### src/rtl/modbus_rtu_frame_codec_unit_macros.svh
// ----------------------------------------------------------------------------
// Assertion macros for the Modbus RTU frame codec
// Implication checks clocked on i_clk, held off while i_rst_n is low.
// ----------------------------------------------------------------------------
`ifndef MODBUS_RTU_FRAME_CODEC_UNIT_MACROS_SVH
`define MODBUS_RTU_FRAME_CODEC_UNIT_MACROS_SVH

// same-cycle implication
`define MRFC_ASSERT_NOW(label, ante, cons) \
    label: assert property (@(posedge i_clk) disable iff (!i_rst_n) (ante) |-> (cons)) \
        else $error("assertion failed: same-cycle check");

// next-cycle implication
`define MRFC_ASSERT_NEXT(label, ante, cons) \
    label: assert property (@(posedge i_clk) disable iff (!i_rst_n) (ante) |=> (cons)) \
        else $error("assertion failed: next-cycle check");

`endif

### src/rtl/mrfc_pkg.sv
// ----------------------------------------------------------------------------
// mrfc_pkg
// Types, constants and the CRC-16/MODBUS byte update for the frame codec.
// ----------------------------------------------------------------------------
`timescale 1ns / 1ps

package mrfc_pkg;

    localparam int MAX_FRAME_BYTES = 256;
    localparam int MIN_FRAME_BYTES = 4;
    localparam int RX_CNT_W        = $clog2(MAX_FRAME_BYTES + 1);
    localparam int FRAME_HDR_BYTES = 6;

    localparam logic [15:0] CRC_INIT = 16'hFFFF;
    localparam logic [15:0] CRC_POLY = 16'hA001;

    localparam logic CMD_SEND = 1'b0;
    localparam logic CMD_RX   = 1'b1;

    typedef enum logic [2:0] {
        ST_OK        = 3'd0,
        ST_ADDR_MISM = 3'd1,
        ST_CRC_MISM  = 3'd2,
        ST_TOO_LONG  = 3'd3,
        ST_TOO_SHORT = 3'd4
    } t_status;

    typedef struct packed {
        logic       is_verdict;
        logic [7:0] tx_byte;
        t_status    status;
        logic       last;
    } t_result;

    // one byte through the reflected CRC, LSB first
    function automatic logic [15:0] crc_update(input logic [15:0] crc, input logic [7:0] b);
        logic [15:0] c;
        c = crc ^ {8'h00, b};
        for (int k = 0; k < 8; k++) begin
            if (c[0]) begin
                c = (c >> 1) ^ CRC_POLY;
            end else begin
                c = c >> 1;
            end
        end
        return c;
    endfunction

endpackage

### src/rtl/modbus_rtu_frame_codec_unit.sv
// A received byte carrying the last mark pushes its verdict into the registered result queue.
// A send starts the frame sequencer, which queues one byte per cycle while the queue has room.
// Throughput: one rx byte per cycle unless stalled; a send holds the input (frame sequencer).
// Output holds two results, so input is taken while a finished result waits.
// Reset: synchronous, active low; clears the queue, sequencer, stored address and receive state.
// ----------------------------------------------------------------------------
// modbus_rtu_frame_codec_unit
// Modbus RTU master framing: builds request frames with CRC and checks replies.
// ----------------------------------------------------------------------------
`timescale 1ns / 1ps
`include "modbus_rtu_frame_codec_unit_macros.svh"

module modbus_rtu_frame_codec_unit
    import mrfc_pkg::*;
(
    input  logic        i_clk,
    input  logic        i_rst_n,
    input  logic        i_in_valid,
    output logic        o_in_stall,
    input  logic        i_command,
    input  logic [7:0]  i_dev_address,
    input  logic [7:0]  i_function_code,
    input  logic [15:0] i_register_address,
    input  logic [15:0] i_register_value,
    input  logic [7:0]  i_rx_byte,
    input  logic        i_rx_last,
    output logic        o_out_valid,
    input  logic        i_out_stall,
    output logic        o_is_verdict,
    output logic [7:0]  o_tx_byte,
    output logic [2:0]  o_status,
    output logic        o_last
);

    // result queue, two entries
    t_result r_fifo [2];
    logic    r_wr_ptr, r_rd_ptr;
    logic [1:0] r_out_cnt, n_out_cnt;

    // send sequencer
    logic       r_tx_busy;
    logic [2:0] r_tx_idx;
    logic [7:0] r_frame [FRAME_HDR_BYTES];
    logic [15:0] r_tx_crc;
    logic [7:0] r_sent_address;

    // receive state
    logic [15:0]         r_rx_crc, n_rx_crc;
    logic [7:0]          r_held0, r_held1;
    logic [7:0]          r_first, n_first;
    logic [RX_CNT_W-1:0] r_rx_count, n_rx_count;
    logic                r_too_long, n_too_long;

    logic    acc, acc_send, acc_rx, pop, room, tx_push, verdict_push, push;
    logic [7:0] tx_b;
    t_status verdict;
    t_result push_data;

    assign o_out_valid = (r_out_cnt != 2'd0);
    assign o_in_stall  = r_tx_busy || (r_out_cnt == 2'd2);
    assign acc         = i_in_valid && !o_in_stall;
    assign acc_send    = acc && (i_command == CMD_SEND);
    assign acc_rx      = acc && (i_command == CMD_RX);
    assign pop         = o_out_valid && !i_out_stall;
    assign room        = (r_out_cnt != 2'd2) || pop;
    assign tx_push     = r_tx_busy && room;

    assign o_is_verdict = r_fifo[r_rd_ptr].is_verdict;
    assign o_tx_byte    = r_fifo[r_rd_ptr].tx_byte;
    assign o_status     = r_fifo[r_rd_ptr].status;
    assign o_last       = r_fifo[r_rd_ptr].last;

    always_comb begin
        case (r_tx_idx)
            3'd6:    tx_b = r_tx_crc[7:0];
            3'd7:    tx_b = r_tx_crc[15:8];
            default: tx_b = r_frame[r_tx_idx];
        endcase
    end

    // receive byte update; the two newest bytes are held back from the CRC
    always_comb begin
        n_first    = (r_rx_count == '0) ? i_rx_byte : r_first;
        n_rx_crc   = (r_rx_count >= RX_CNT_W'(2)) ? crc_update(r_rx_crc, r_held0) : r_rx_crc;
        n_too_long = r_too_long;
        n_rx_count = r_rx_count;
        if (r_rx_count >= RX_CNT_W'(MAX_FRAME_BYTES)) begin
            n_too_long = 1'b1;
        end else begin
            n_rx_count = r_rx_count + RX_CNT_W'(1);
        end

        if (n_too_long) begin
            verdict = ST_TOO_LONG;
        end else if (n_rx_count < RX_CNT_W'(MIN_FRAME_BYTES)) begin
            verdict = ST_TOO_SHORT;
        end else if (n_first != r_sent_address) begin
            verdict = ST_ADDR_MISM;
        end else if ({i_rx_byte, r_held1} != n_rx_crc) begin
            verdict = ST_CRC_MISM;
        end else begin
            verdict = ST_OK;
        end
    end

    assign verdict_push = acc_rx && i_rx_last;
    assign push         = tx_push || verdict_push;

    always_comb begin
        if (tx_push) begin
            push_data.is_verdict = 1'b0;
            push_data.tx_byte    = tx_b;
            push_data.status     = ST_OK;
            push_data.last       = (r_tx_idx == 3'd7);
        end else begin
            push_data.is_verdict = 1'b1;
            push_data.tx_byte    = 8'h00;
            push_data.status     = verdict;
            push_data.last       = 1'b1;
        end
    end

    always_comb begin
        case ({push, pop})
            2'b10:   n_out_cnt = r_out_cnt + 2'd1;
            2'b01:   n_out_cnt = r_out_cnt - 2'd1;
            default: n_out_cnt = r_out_cnt;
        endcase
    end

    always_ff @(posedge i_clk) begin
        if (push) begin
            r_fifo[r_wr_ptr] <= push_data;
        end
        if (acc_send) begin
            r_frame[0] <= i_dev_address;
            r_frame[1] <= i_function_code;
            r_frame[2] <= i_register_address[15:8];
            r_frame[3] <= i_register_address[7:0];
            r_frame[4] <= i_register_value[15:8];
            r_frame[5] <= i_register_value[7:0];
        end
        if (!i_rst_n) begin
            r_wr_ptr       <= 1'b0;
            r_rd_ptr       <= 1'b0;
            r_out_cnt      <= 2'd0;
            r_tx_busy      <= 1'b0;
            r_tx_idx       <= 3'd0;
            r_tx_crc       <= CRC_INIT;
            r_sent_address <= 8'h00;
            r_rx_crc       <= CRC_INIT;
            r_held0        <= 8'h00;
            r_held1        <= 8'h00;
            r_first        <= 8'h00;
            r_rx_count     <= '0;
            r_too_long     <= 1'b0;
        end else begin
            r_out_cnt <= n_out_cnt;
            if (push) begin
                r_wr_ptr <= !r_wr_ptr;
            end
            if (pop) begin
                r_rd_ptr <= !r_rd_ptr;
            end

            if (acc_send) begin
                r_tx_busy      <= 1'b1;
                r_tx_idx       <= 3'd0;
                r_tx_crc       <= CRC_INIT;
                r_sent_address <= i_dev_address;
            end else if (tx_push) begin
                r_tx_idx <= r_tx_idx + 3'd1;
                if (r_tx_idx < 3'(FRAME_HDR_BYTES)) begin
                    r_tx_crc <= crc_update(r_tx_crc, tx_b);
                end
                if (r_tx_idx == 3'd7) begin
                    r_tx_busy <= 1'b0;
                end
            end

            if (acc_rx) begin
                if (i_rx_last) begin
                    r_rx_crc   <= CRC_INIT;
                    r_held0    <= 8'h00;
                    r_held1    <= 8'h00;
                    r_first    <= 8'h00;
                    r_rx_count <= '0;
                    r_too_long <= 1'b0;
                end else begin
                    r_rx_crc   <= n_rx_crc;
                    r_held0    <= r_held1;
                    r_held1    <= i_rx_byte;
                    r_first    <= n_first;
                    r_rx_count <= n_rx_count;
                    r_too_long <= n_too_long;
                end
            end
        end
    end

    `MRFC_ASSERT_NOW(a_queue_depth, 1'b1, r_out_cnt != 2'd3)
    `MRFC_ASSERT_NOW(a_single_producer, tx_push, !verdict_push)
    `MRFC_ASSERT_NEXT(a_send_starts, acc_send, r_tx_busy && (r_tx_idx == 3'd0))
    `MRFC_ASSERT_NOW(a_verdict_shape, o_out_valid && o_is_verdict, o_last && (o_tx_byte == 8'h00))
    `MRFC_ASSERT_NOW(a_count_bound, 1'b1, r_rx_count <= RX_CNT_W'(MAX_FRAME_BYTES))

endmodule

### config.mk
export PLATFORM = sky130hd
export DESIGN_NAME = modbus_rtu_frame_codec_unit
export DESIGN_NICKNAME = d
export VERILOG_FILES = /design/src/rtl/mrfc_pkg.sv /design/src/rtl/modbus_rtu_frame_codec_unit.sv
export VERILOG_INCLUDE_DIRS = /design/src /design/src/rtl
export SDC_FILE = /design/constraint.sdc
export NUM_CORES = 1
export LEC_CHECK = 0
export BUFFER_PORTS_ARGS = -buffer_cell sky130_fd_sc_hd__buf_2
export CAP_MARGIN = 20
export CORE_ASPECT_RATIO = 0.5
export CORE_UTILIZATION = 45
export CTS_BUF_LIST = sky130_fd_sc_hd__clkbuf_4 sky130_fd_sc_hd__clkbuf_8
export CTS_CLUSTER_DIAMETER = 200
export DETAILED_ROUTE_END_ITERATION = 16
export SYNTH_ARGS = -nofsm -noshare
export SYNTH_HDL_FRONTEND = slang
export SYNTH_SLANG_ARGS = --single-unit
### constraint.sdc
create_clock -name i_clk -period 6.35 [get_ports i_clk]
set_input_delay 0.3175 -clock i_clk [delete_from_list [all_inputs] [get_ports i_clk]]
set_output_delay 0.3175 -clock i_clk [all_outputs]
set_load 0.01 [all_outputs]
==> results.md <==
* Post-CTS Setup Inserts at 0
* Tmin final at between 3000 and 4000 ps
* Post-Route WL at roughly 16000 um
* GRT Total Usage at about a fifth
* Clock Sinks at 160
* Worst rel slew slack at a little over two fifths
* Crit-path cells: inv_1 -> ha_1 -> or4_1 -> nor3_2 -> mux2i_1 -> xor2_1 -> nand4_1 -> nor4_1 -> nand3_1 -> o311a_1
* Final worst slack at about 3000 ps
* Post-synth net total at roughly 750
* Die width at 183.8 um
* CP Capture Type: flip-flop
* Critical Path Slowest Stage Cell: nor3_2
* Initial antenna violation count at 0
* Vias at 5240
* Most frequent cells in the layout: dfxtp_1 (86), nand2_1 (84), buf_2 (76)
* Skew final at ~15 ps
* Vias/cell at ~5.2
* Detailed placement HPWL at roughly 11000 um
* Vias in the first global route at approximately 5000
* Post-Syn Area at roughly 7400 um^2
* Post-synth cell types at a little over 50
* H-tree levels at 4
* WP data arrival at between 3000 and 4000 ps
* Final Cell Area at 8650 um^2
* Post-cts gate resize count at 0
* Clock Pin Slew Worst Setup and Hold Paths at about 100 ps
* Max Cap Viol at 0
* Die Span Y at 92.92 um
* Worst Hold Class: in -> reg
* Final setup TNS at 0 ps
* Simple-gate share of the synthesized area at 15.69%
* Top-area cell type share of the netlist area at between 20% and 30%
* Power Total at around 2.5 mW
* Most common cell after layout, fill and taps aside: dfxtp_1
* Area of placed instances at approximately 8000 um^2
* Initial drt markers at 360
* WHS at ~39 ps
* Dpl cells at 951
* Layout cells sized above 1 at between 10% and 20%
* Seq/Total Area, Yosys at a little over half
* CTS tree: done
* Core Region at 15780 um^2
* Final Instance Count excl. Fillers at 1006
* Synth area leader: edfxtp_1
* First-pass GRT wire length at about 26000 um
* Detailed-route DRC error count at 0
* Pre-CTS setup slack at between 3000 and 4000 ps
* Final nets at 841
* Status: completed
* Final Slew Violations at 0
* Antenna diode count at 0
* Initial core utilization at between 40% and 50%
* WS Path Type: reg -> reg
* Final setup violation count at 0
* WL/cell at approximately 16 um
* Synth Instances at approximately 680
* CTS Buf Count at 17
* Synth Area in Compound Gates at about 9.9%
* Total grt overflow at 0
* Worst-margin pin slew at approximately 860 ps
* Post-layout util at a little over half
* Site Rows at 32
* Crit-path max cell delay at a little under 600 ps
* Hold Vio Cnt, Final at 0
* Data required, critical path at about 6600 ps
* Total iterations of the first detailed-routing run at 5
* CTS root buffer: clkbuf_8
* Post-synthesis mux area share at under 10%
* Worst r2r path cells at 10
* Antenna viol nets, final at 0
* Final Wtd Congestion at 0.8153
* Crit start category: flip-flop
* FFs w/ async S/R, synth at 0%
* I/O Buffers at 76
* Synth Area in XOR/XNOR at about a tenth
* FF+latch count, synth at 160
* Worst-skew pair later-pin latency at ~460 ps
* RSZ-0062 raised after global routing: false
* I/O pin cnt at slightly below 80
* Synth top area cells: edfxtp_1 (30%), dfxtp_1 (23%), mux2i_1 (5.7%)
* Bufs on Longest Clock Path at 2
* YS warnings at 0
* Number of enable flip-flop cells after synthesis at between 70 and 80
* Syn avg cell area at roughly 11 um^2
* Max IR drop VDD at about 0.13 mV
* Hold Path Stages at 1
* Max FO, Critical Path at 10
* Largest net degree at the start of global routing at 60
* Top_reg_cell synth: dfxtp_1
* Area of the die at about 17000 um^2
* Combinational family with the most area after synthesis: simple AND/OR/NAND/NOR gates
* Adder-cell share of the synthesized area at under 10%
* Fillers at 1390
* P per Cell Area at 292.9 nW/um^2
* Leakage power total at 3.304 nW
* Area Overhead vs Synth at 16.26%
* Fmax at 299.0 MHz
* Crit share post-route at 52.66%
worst paths after layout:
| check | startpoint | end | slack, ps |
|---|---|---|---|
| worst max-delay path | r_rx_count[0]$_SDFFE_PN0P_ | r_fifo[1][2]$_DFFE_PP_ | 3010 |
| worst min-delay path | i_register_value[14] | r_frame[4][6]$_DFFE_PP_ | 40 |
| worst max register to register | r_rx_count[0]$_SDFFE_PN0P_ | r_fifo[1][2]$_DFFE_PP_ | 3010 |
| worst min register to register | r_held0[4]$_SDFFE_PN0P_ | r_held0[4]$_SDFFE_PN0P_ | 490 |
report_power, final:
| part | total, mW | switching (mW) | internal (mW) |
|---|---|---|---|
| logic | 0.520 | 0.269 | 0.251 |
| clock network | 0.787 | 0.451 | 0.336 |
| registers | 1.23 | 0.0603 | 1.17 |
| total | 2.53 | 0.780 | 1.75 |
flip-flops by register name, indices dropped and copies added (netlist names), 2 cells and up, named ones only:
name,count
r_held1,8
r_rx_count,9
r_tx_crc,16
r_fifo,26
r_tx_idx,3
r_frame,48
r_out_cnt,2
r_rx_crc,16
r_held0,8
r_first,8
r_sent_address,8
synthesized netlist by cell type, types with 16 or more instances:
master    number
nand3_1       22
nor2_1        31
nand3b_1      16
clkbuf_1      27
nand2_1       84
o211ai_1      17
xor2_1        25
a21boi_0      19
a22oi_1       22
dfxtp_1       86
xnor2_1       45
mux2i_1       42
a21oi_1       19
edfxtp_1      74
nor2b_1       32
layer usage:
metal | up-vias | wire length [um] | global-route usage (%)
li1 | 2605 | - | -
met3 | 12 | 727 | 4.522
met4 | 0 | 112 | 4.583
met1 | 2512 | 7993 | 27.19
met2 | 111 | 7559 | 32.13
met5 | - | 0 | 0
worst max-delay path, delay by kind of cell, from the launching register on:
kind | cells | cell delay (ps)
xor gates and xnor gates | 1 | 190
muxes | 1 | 290
AOI/OAI and AO/OA | 1 | 380
DFF | 1 | 400
and+or+nand+nor | 5 | 1570
buffers and inverters | 1 | 80
adders and majority gates | 1 | 190
layout make-up:
class | instances | area (um^2) | area share, %
flip-flops and latches | 160 | 3944 | 45.60
clock buffers | 17 | 234.0 | 2.705
repair buffers | 107 | 668.1 | 7.725
well taps | 221 | 276.5 | 3.197
clock inverters | 15 | 180.2 | 2.083
multi-input cells | 479 | 3321 | 38.39
inverters | 7 | 26.28 | 0.3038
what timing repair did:
item | 4_1_cts | 5_1_grt
hold buffers | 10 | 12
endpoints found under the setup margin | 0 | 0
hold endpoints to repair | 10 | 12
logic make-up (layout without fill, tap and decap cells):
logic type      Yosys count  count (layout)
simple gates            232             232
flops                   160             160
compound gates          109             109
xor+xnor                 74              74
mux                      57              57
buf+inv                  45             146
fa+ha+maj                 7               7
Power figures use the tool's default switching activity.
